## src/sv/sse_pkg.sv

```systemverilog
`default_nettype none
package sse_pkg;
    localparam int DEF_DENSITY_BITS = 32;
    localparam int DEF_FRAC_BITS    = 24;
    localparam int OUT_W            = 32;
    localparam int ALPHA_W          = 16;
    localparam int COEF_W           = 31;
    localparam int AK_W             = ALPHA_W + COEF_W;
    localparam int RND_SHIFT        = 45;
    localparam int CFG_IDX_W        = 1;
    localparam int CFG_DATA_W       = 16;

    localparam logic [COEF_W-1:0]  COEF_POT    = 31'd1998288803;
    localparam logic [COEF_W-1:0]  COEF_EN     = 31'd1498716602;
    localparam logic [ALPHA_W-1:0] ALPHA_RESET = 16'd21845;

    typedef enum logic [CFG_IDX_W-1:0] {
        CFG_ALPHA = 1'b0,
        CFG_SPIN  = 1'b1
    } t_cfg_idx;
endpackage
`default_nettype wire

```

## src/sv/sse_scale.sv

```systemverilog
`default_nettype none
module sse_scale #(
    parameter int ROOT_W = 27
) (
    input  logic                             i_clk,
    input  logic                             i_en,
    input  logic [sse_pkg::AK_W-1:0]         i_ak,
    input  logic [ROOT_W-1:0]                i_v,
    output logic signed [sse_pkg::OUT_W-1:0] o_res
);
    import sse_pkg::*;

    localparam int LO_W = ROOT_W / 2;
    localparam int HI_W = ROOT_W - LO_W;
    localparam int P_W  = AK_W + ROOT_W + 1;

    logic [AK_W+LO_W-1:0] r_lo;
    logic [AK_W+HI_W-1:0] r_hi;
    logic [P_W-1:0]       r_p;
    logic [P_W-1:0]       w_sh;
    logic [OUT_W-1:0]     w_mag;

    always_comb begin
        w_sh = r_p >> RND_SHIFT;
        if (w_sh > (P_W'(1) << (OUT_W - 1))) begin
            w_mag = OUT_W'(1) << (OUT_W - 1);
        end else begin
            w_mag = w_sh[OUT_W-1:0];
        end
    end

    always_ff @(posedge i_clk) begin
        if (i_en) begin
            r_lo  <= (AK_W + LO_W)'(i_ak) * (AK_W + LO_W)'(i_v[LO_W-1:0]);
            r_hi  <= (AK_W + HI_W)'(i_ak) * (AK_W + HI_W)'(i_v[ROOT_W-1:LO_W]);
            r_p   <= P_W'(r_lo) + (P_W'(r_hi) << LO_W) + (P_W'(1) << (RND_SHIFT - 1));
            o_res <= signed'(OUT_W'(0) - w_mag);
        end
    end
endmodule
`default_nettype wire

```

## config.mk

```make
export PLATFORM = sky130hd
export DESIGN_NAME = sse_scale
export DESIGN_NICKNAME = d
export VERILOG_FILES = /design/src/sv/sse_pkg.sv /design/src/sv/sse_scale.sv
export SDC_FILE = /design/constraint.sdc
export NUM_CORES = 2
export LEC_CHECK = 0
export BUFFER_PORTS_ARGS = -buffer_cell sky130_fd_sc_hd__buf_2
export CELL_PAD_IN_SITES_DETAIL_PLACEMENT = 1
export CELL_PAD_IN_SITES_GLOBAL_PLACEMENT = 2
export CORE_UTILIZATION = 40
export DETAILED_ROUTE_END_ITERATION = 6
export PLACE_DENSITY_LB_ADDON = 0.15
export SETUP_SLACK_MARGIN = 0.1
export SYNTH_ARGS = -nofsm -noshare
export SYNTH_HDL_FRONTEND = slang
export SYNTH_SLANG_ARGS = --single-unit
```

## constraint.sdc

```tcl
create_clock -name i_clk -period 7.5 [get_ports i_clk]
set_input_delay 0 -clock i_clk [delete_from_list [all_inputs] [get_ports i_clk]]
set_output_delay 0 -clock i_clk [all_outputs]
set_load 0.01 [all_outputs]
```

==> impl_metrics.csv <==
group,metric,value,unit
final_layout,drive_gt1_share,5.40,%
routing,via_count,33772,
cts,clk_latency,0.44,ns
cts,postCtsSetupRepairBufs,0,
cts,cts_num_sinks,170,
cts,cts_buffer_depth,2,
logic_synthesis,synthFlopType,"edfxtp_1",
logic_synthesis,syn-cell-area,0.0468,mm²
logic_synthesis,synth-async-reset-ratio,0,%
global_route,grt_util_all_layers,24.4,%
logic_synthesis,synthCells,5062,
sta,hold_viol,0,
routing,drtAntennaViolNets,0,
die,rows,125,
die,floorplan.io_pins,108,
routing,routed_wl,138,mm
placement,hpwl,114,mm
sta,fin_worst_skew,0.0199,ns
placement,dpl.cell_count,6506,
cts,cts_buffers,17,
sta,rsz0062_at_grt,"false",
run_status,status,"completed",
worst_setup_path,crit_path_start_kind,"input pin",
final_layout,syn_to_final_growth,6.24,%
cts,path_clk_slew,0.07,ns
logic_synthesis,syn-num-nets,6488,
cts,cts_htree_levels,4,
worst_setup_path,critical_path.max_fanout,33,
worst_setup_path,crit-reg2reg-launch,"r_lo[17]",
logic_synthesis,syn_area_per_cell,9.25,µm²
routing,first_pass_iters,5,
cts,cts_resized,0,
logic_synthesis,synth-seq-area-share,10.9,%
logic_synthesis,yosys.cell_types.count,73,
die,fp.dieW,344,µm
logic_synthesis,yosysWarnings,0,
die,die_h,344,µm
final_layout,nets,6427,
worst_setup_path,path_class,"input pin to register",
worst_setup_path,crit_required,7.67,ns
final_layout,layout.cells.non_filler,6540,
run,maxCapViolCount,0,
logic_synthesis,ys_ff_latch,170,
sta,finalMaxSlewViolations,0,
worst_setup_path,crit_top_cell,"fa_1",
routing,vias_per_cell,5.16,
hold_path,hold_class,"input pin to register",
sta,setup_viol,0,
placement,port_buffers,107,
worst_setup_path,critPathMaxStageDelay,0.69,ns
global_route,antenna_found_initial,5,
worst_setup_path,crit_chain,"buf_2 > nand2_1 > fa_1 > inv_1 > fa_1 > fa_1 > fa_1 > fa_1 > inv_1 > fa_1 > inv_1 > ha_1 > a21oi_1 > o21a_1 > o21ai_0 > a221oi_1 > o21ai_0 > o2111ai_1 > nand4b_1 > a311oi_1 > o21ai_0 > xor2_1",
routing,drt_iter0_markers,1433,
die,dieArea,0.118,mm²
global_route,first_global_vias,38743,
worst_setup_path,slowest_stage,"buf_2",
sta,max_freq,147,MHz
sta,setup_tns,0,ns
cts,cts-root-buf,"clkbuf_16",
cts,cts_tree,"done",
worst_setup_path,worst_ep_arrival_time,6.98,ns
final_layout,fillers,13376,
sta,layout_min_cycle_time,6.81,ns
global_route,grt_max_degree,107,
sta,period_share,90.7,%
die,core-area,0.116,mm²
die,initial_core_util,40.3,%
logic_synthesis,synth_edf_count,170,
worst_setup_path,crit_start,"i_v[21]",
global_route,grt_pass1_wl,221,mm
worst_setup_path,worst_setup_path_end_kind,"register",
global_route,overflow,0,
routing,drc_errors,0,
sta,tightest_slew,1.07,ns
sta,max-slew-margin-rel,28.8,%
routing,routedWlPerCell,21.1,µm
cts,cts_hold_buffers,0,
final_layout,regArea,0.00510,mm²
placement,routabilityCongestion,0.853,
final_layout,multi_input_area,0.0370,mm²
hold_path,hold_start,"i_en",
-- cells in the final DEF, fill, tap and decap left out, drive strengths merged, types with 8 or more instances in the layout --
cell and count:
fa 1031, nand2b 19, a211oi 12, buf 222, xor2 64, xnor2 95
a21o 96, nand4 38, nor2 86, and3 18, a31oi 17, inv 966
edfxtp 170, nor3 23, nand2 903, nand3 43, a21boi 8, nor2b 19
nor4 11, and2 475, a2111oi 8, o21a 14, o21ai 68, a21oi 150
o21bai 17, ha 319, clkbuf 19, o31ai 10
-- final timing paths --
path,end,slack [ns],cells past startpoint
setup / recovery,r_hi[58],0.69,22
hold / removal,o_res[14],0.16,1
hold reg to reg,o_res[0],0.55,0
setup reg to reg,r_p[67],3.48,12
-- state kept, by name, indices dropped and copies added (netlist names) --
signal  cells
o_res      32
r_hi       61
r_p        30
r_lo       47
-- metal layers --
metal,wire length (µm),vias to the layer above,GRT usage [%],share of wire [%]
li1,-,15188,-,-
met4,3850,0,6.19,2.8
met3,3840,140,1.88,2.8
met1,62500,17943,32.8,45
met2,67800,501,42.5,49
met5,0,-,0,0
-- critical path, delay by kind of cell --
kind | cells | cell delay [ns]
fa+ha+maj | 7 | 3.39
compound gates | 8 | 2.06
simple gates | 2 | 0.39
buf+inv | 4 | 0.86
xor+xnor | 1 | 0.17
-- metrics by stage --
| stage | hold slack, ns | utilization (%) | worst slack [ns] | cell area [µm²] |
|---|---|---|---|---|
| global route | 0.224 | 42.8 | 0.410 | 49700 |
| detailed placement | 0.414 | 42.3 | 0.312 | 49100 |
| floorplan | 0.112 | - | 1.29 | 46800 |
| CTS | 0.204 | 42.8 | 0.766 | 49700 |
| global placement | 0.410 | 42.3 | 0.462 | 49100 |
| finish | 0.161 | 42.8 | 0.695 | 49700 |
-- logic make-up after synthesis --
group / after synthesis / share of synthesized area, %
AND/OR/NAND/NOR: 1665 / 17.0
adder cells (fa/ha/maj): 1350 / 52.6
buffers and inverters: 1262 / 10.1
AO/OA/AOI/OAI: 456 / 6.38
flip-flops: 170 / 10.9
XOR/XNOR: 159 / 2.98
-- cells in the mapped netlist, types with 43 or more instances --
| library cell | n | area, µm² |
|---|---|---|
| fa_1 | 1031 | 20600 |
| inv_1 | 960 | 3600 |
| nand2_1 | 903 | 3390 |
| and2_1 | 475 | 2970 |
| ha_1 | 319 | 3990 |
| clkbuf_1 | 284 | 1070 |
| edfxtp_1 | 170 | 5100 |
| a21oi_1 | 148 | 741 |
| a21o_1 | 96 | 721 |
| xnor2_1 | 95 | 832 |
| nor2_1 | 86 | 323 |
| o21ai_0 | 64 | 320 |
| xor2_1 | 64 | 561 |
| nand3_1 | 43 | 215 |
-- final cells by class --
type | count | share of cell area, %
tap | 1524 | 3.83
timing repair buffer | 222 | 3.13
clock inverter | 13 | 0.325
sequential | 170 | 10.3
antenna | 2 | 0.0101
multi-input combinational | 3630 | 74.3
clock buffer | 19 | 0.871
inverter | 960 | 7.25
Power is left out: the tool's default activity adds up to more than one toggle a clock period on the data nets, which glitch-free logic cannot reach.
