**config.mk**
```make
export PLATFORM = sky130hd
export DESIGN_NAME = sse_div
export DESIGN_NICKNAME = d
export VERILOG_FILES = /design/src/sv/sse_div.sv
export SDC_FILE = /design/constraint.sdc
export NUM_CORES = 2
export LEC_CHECK = 0
export BUFFER_PORTS_ARGS = -buffer_cell sky130_fd_sc_hd__buf_2
export CAP_MARGIN = 15
export CORE_AREA = 4 4 667 669
export CTS_BUF_LIST = sky130_fd_sc_hd__clkbuf_4
export DETAILED_ROUTE_END_ITERATION = 16
export DIE_AREA = 0 0 671 673
export SYNTH_ARGS = -nofsm -noshare
export SYNTH_HDL_FRONTEND = slang
export SYNTH_SLANG_ARGS = --single-unit
```
**constraint.sdc**
```tcl
create_clock -name i_clk -period 11.2 [get_ports i_clk]
set_clock_uncertainty 0.1 [all_clocks]
set_input_delay 2.24 -clock i_clk [delete_from_list [all_inputs] [get_ports i_clk]]
set_output_delay 2.24 -clock i_clk [all_outputs]
set_load 0.005 [all_outputs]
```
**src/sv/sse_div.sv**
```systemverilog
`default_nettype none
module sse_div #(
    parameter int ROOT_W = 27,
    parameter int NUM_W  = 60,
    parameter int DEN_W  = 33,
    parameter int SIDE_W = 1
) (
    input  logic              i_clk,
    input  logic              i_rst_n,
    input  logic              i_en,
    input  logic              i_valid,
    input  logic [NUM_W-1:0]  i_num,
    input  logic [DEN_W-1:0]  i_den,
    input  logic [SIDE_W-1:0] i_side,
    output logic              o_valid,
    output logic [ROOT_W-1:0] o_quot,
    output logic [SIDE_W-1:0] o_side
);
    typedef struct packed {
        logic [NUM_W-1:0]  rem;
        logic [DEN_W-1:0]  den;
        logic [ROOT_W-1:0] q;
    } t_div;

    // Restoring step for quotient bit b; the quotient is known to fit ROOT_W bits.
    function automatic t_div step(t_div p, int b);
        t_div             n;
        logic [NUM_W-1:0] dsh;
        dsh   = NUM_W'(p.den) << b;
        n.den = p.den;
        if (p.rem >= dsh) begin
            n.rem = p.rem - dsh;
            n.q   = {p.q[ROOT_W-2:0], 1'b1};
        end else begin
            n.rem = p.rem;
            n.q   = {p.q[ROOT_W-2:0], 1'b0};
        end
        return n;
    endfunction

    t_div              w_in;
    t_div              r_d    [ROOT_W];
    logic              r_v    [ROOT_W];
    logic [SIDE_W-1:0] r_side [ROOT_W];

    assign w_in = '{rem: i_num, den: i_den, q: '0};

    for (genvar k = 0; k < ROOT_W; k++) begin : g_stage
        if (k == 0) begin : g_first
            always_ff @(posedge i_clk) begin
                if (!i_rst_n) begin
                    r_v[k] <= 1'b0;
                end else if (i_en) begin
                    r_v[k] <= i_valid;
                end
                if (i_en) begin
                    r_d[k]    <= step(w_in, ROOT_W - 1 - k);
                    r_side[k] <= i_side;
                end
            end
        end else begin : g_next
            always_ff @(posedge i_clk) begin
                if (!i_rst_n) begin
                    r_v[k] <= 1'b0;
                end else if (i_en) begin
                    r_v[k] <= r_v[k-1];
                end
                if (i_en) begin
                    r_d[k]    <= step(r_d[k-1], ROOT_W - 1 - k);
                    r_side[k] <= r_side[k-1];
                end
            end
        end
    end

    assign o_valid = r_v[ROOT_W-1];
    assign o_quot  = r_d[ROOT_W-1].q;
    assign o_side  = r_side[ROOT_W-1];
endmodule
`default_nettype wire

```
==> out/qor.yml <==
final_layout:
  fin_nets: 15100
  drive_above_1_share_pct: 11.5
  synthToLayoutAreaGrowth_pct: 11.2
  num-fill-cells: 42500
worst_hold_path:
  min_to: "r_d[0][1806]"
  whs_path_depth: 0
  hp-start: "r_d[0][1685]"
  hold_path.class: "reg2reg"
job:
  maxCapViolations: 0
placement:
  io_buffers: 126
  place_hpwl_mm: 260
  pre_cts_slack_ns: 4.43
  gp_congestion: 0.952
worst_setup_path:
  critical_path.top_delay_family: "compound AO/OA/AOI/OAI gates"
  critPathBufInv: 3
  worstPathRequired_ns: 12.34
  critPathKind: "reg2reg"
  crit_path_end_kind: "flop"
  cp-start-kind: "flop"
  timing.rr.end: "r_d[1][1072]"
  critPathArrivalTime_ns: 6.61
  cp_slowest_stage_delay_ns: 0.98
  r2r_setup_slack_ns: 5.73
  critPathMaxFanout: 54
  path_cells: "ha_1, inv_1, fa_1, a21o_1, a21oi_1, o21ai_1, a211oi_1, o211ai_1, a21oi_1, o21ai_4, buf_4, inv_1, a211oi_1, nand4_1, xnor2_1"
  crit_path_top_delay_cell: "a211oi_1"
  reg2reg_depth: 15
  rr_startpoint: "r_d[1][867]"
clock_tree:
  cts_resized: 0
  ctsHtreeMaxLevel: 6
  cts.reportedPaths.clkPinSlew_ns: 0.07
  cts_hold_buf: 0
  clockRootBuffer: "clkbuf_4"
  clockBufferDepth: 4
  cts_buffers: 766
  cts_tree: "built"
  post_cts_buffers: 0
  insertion_delay_ns: 1.54
  numClockSinks: 2850
power:
  power_density_mw_per_mm2: 248
  pwr-share-comb_pct: 39.7
  leakagePower_nw: 66.1
  pwr-share-clk_pct: 21.3
  p_total_mw: 42.1
  netSwitchingPower_mw: 15.3
  ir_worst_vdd_mv: 0.106
  p_seq_share_pct: 39.0
  cellInternalPower_mw: 26.8
  swShare_pct: 36.4
sta:
  slew_headroom_pct: 5.23
  min_period_over_period_pct: 48.8
  postLayoutSetupSlackWorst_ns: 5.73
  hold_viol_final: 0
  setup_viol: 0
  max_freq_ghz: 0.183
  period_minus_slack_ns: 5.47
  worst_pin_slew_ns: 1.41
  final.setup.tns_ns: 0
  grt_setup_unrepaired: "no"
  drv_slew: 0
route:
  viasPerCell: 5.01
  vias: 103000
  remaining_drc_errors: 0
  wl_per_cell_um: 16.7
  drtIter0Drc: 4928
  wl_mm: 343
  detail-route-antenna-nets: 0
  drtPass1Iterations: 8
synthesis:
  async_flop_share_pct: 0
  synth_seq_cells: 2850
  yosysWarnings: 0
  avgSynthCellArea_um2: 11.3
  synth_ff_type: "edfxtp_1"
  syn_nets: 14500
  seq_area_frac_synth_pct: 55.9
  synthCells: 13500
  synth_area_mm2: 0.153
  synth.distinct_cells: 112
  synth-edff-count: 2849
die:
  fp.coreArea_mm2: 0.438
  die-area_mm2: 0.452
  num_rows: 243
  io_pins: 127
  die_y_um: 673
  die_w_um: 671
  initial_utilization_pct: 34.9
grt:
  gr-total-overflow: 0
  grt_pass1_wl_mm: 544
  grt_max_degree: 175
  grt_pass1_vias: 107000
  track_usage_pct: 14.8
  antenna_found_initial: 5
outcome:
  status: "complete, no violations"
==> registers in the layout, indices dropped and copies added (netlist names) <==
signal  count
r_d      2796
r_side     27
r_v        27
==> final cells by class <==
type                       count  area, um^2  share of cell area [%]
antenna                       14        35.0                  0.0206
tap                         5880        7360                    4.32
inverter                    1142        4290                    2.52
multi-input combinational   9133       61900                    36.4
sequential                  2850       85600                    50.3
clock inverter               255        1560                   0.917
timing repair buffer         220        1440                   0.844
clock buffer                1067        8010                    4.71
==> layout by cell type (no fill, tap or decap), types with 86 or more instances in the layout <==
master,netlist,final
clkbuf_4,0,1067
clkinv_1,0,167
nand4_1,220,220
ha_1,891,891
xnor2_1,615,615
nand3_1,243,241
nand2b_1,139,138
and3_1,106,106
nor2_1,930,930
o21ai_0,795,793
buf_2,41,126
xor2_1,477,477
nand2_1,945,944
nor2b_1,132,130
or3_1,95,95
a21oi_1,1211,1209
nor4_1,173,166
inv_1,1141,1141
o21a_1,109,108
edfxtp_1,2849,2849
o21bai_1,125,125
mux2_2,146,146
a21o_1,510,510
nor3_1,225,224
buf_4,28,86
==> metrics by stage <==
step / util, % / cells / hold slack, ns / cell area (um^2)
floorplan: - / 13500 / 0.300 / 153000
finish: 38.8 / 20600 / 0.254 / 170000
CTS: 38.8 / 20500 / 0.238 / 170000
global route: 38.8 / 20600 / 0.274 / 170000
global placement: 36.6 / 19200 / 0.300 / 161000
detailed placement: 36.6 / 19200 / 0.305 / 161000
==> synth_stat cells, types with 29 or more instances <==
library cell,number,area (um^2)
or2_2,39,244
nor2b_1,132,826
edfxtp_1,2849,85600
or3_1,95,594
nor3_1,225,1130
nor4b_1,36,315
xor2_1,477,4180
a31o_2,36,315
nor4_1,173,1080
and4_1,33,289
clkbuf_1,271,1020
buf_1,37,139
o31ai_1,59,443
nand3_1,243,1220
o21bai_1,125,938
a2111oi_0,30,263
nor2_1,930,3490
a21boi_0,29,218
or4_1,51,383
nor3b_1,32,240
o21a_1,109,818
ha_1,891,11100
nand2_1,945,3550
xnor2_1,615,5390
a21oi_1,1211,6060
and2_1,57,357
a21o_1,510,3830
o211ai_1,48,360
o21ai_0,795,3980
buf_2,41,205
nand2b_1,139,870
nand3b_1,29,218
a31oi_1,86,538
and3_1,106,663
a211oi_1,81,608
mux2_2,146,1640
o2111ai_1,29,254
nand4_1,220,1380
inv_1,1141,4280
==> per-layer routing <==
| layer | wire (um) | vias up | part of all wire [%] | track usage (%) |
|---|---|---|---|---|
| met5 | 78 | - | 0.023 | 0 |
| met4 | 25400 | 14 | 7.4 | 10.6 |
| li1 | - | 51500 | - | - |
| met2 | 188000 | 2243 | 55 | 29.4 |
| met1 | 119000 | 48000 | 35 | 13.4 |
| met3 | 11500 | 1139 | 3.4 | 2.26 |
==> worst max-delay path by stage <==
stage / from / to / slack (ns) / depth (start not counted)
final: r_d[1][867] / r_d[1][1072] / 5.73 / 15
after global routing: r_d[1][909] / r_d[1][1072] / 5.43 / 13
after CTS: r_d[1][867] / r_d[1][1072] / 5.75 / 15
after detailed placement: i_num[26] / r_d[0][118] / 4.43 / 17
after global placement: i_num[26] / r_d[0][118] / 4.40 / 17
after floorplan: i_num[26] / r_d[0][102] / 5.52 / 16
==> power groups by stage <==
| stage | clock network (mW) | logic (mW) | registers [mW] |
|---|---|---|---|
| finish | 9.00 | 16.7 | 16.4 |
| detailed placement | 0 | 16.6 | 16.6 |
| CTS | 9.43 | 16.7 | 16.4 |
| global placement | 0 | 16.5 | 16.6 |
| global route | 10.0 | 18.6 | 16.7 |
| floorplan | 0 | 12.8 | 16.1 |
==> logic make-up after synthesis <==
group           share of synthesized area (%)
xor+xnor                                 6.25
flops                                    55.9
simple gates                             11.4
buf+inv                                  3.83
fa+ha+maj                                7.62
compound gates                           13.8
mux                                      1.13
No activity file was read; power rests on OpenSTA's default activity.
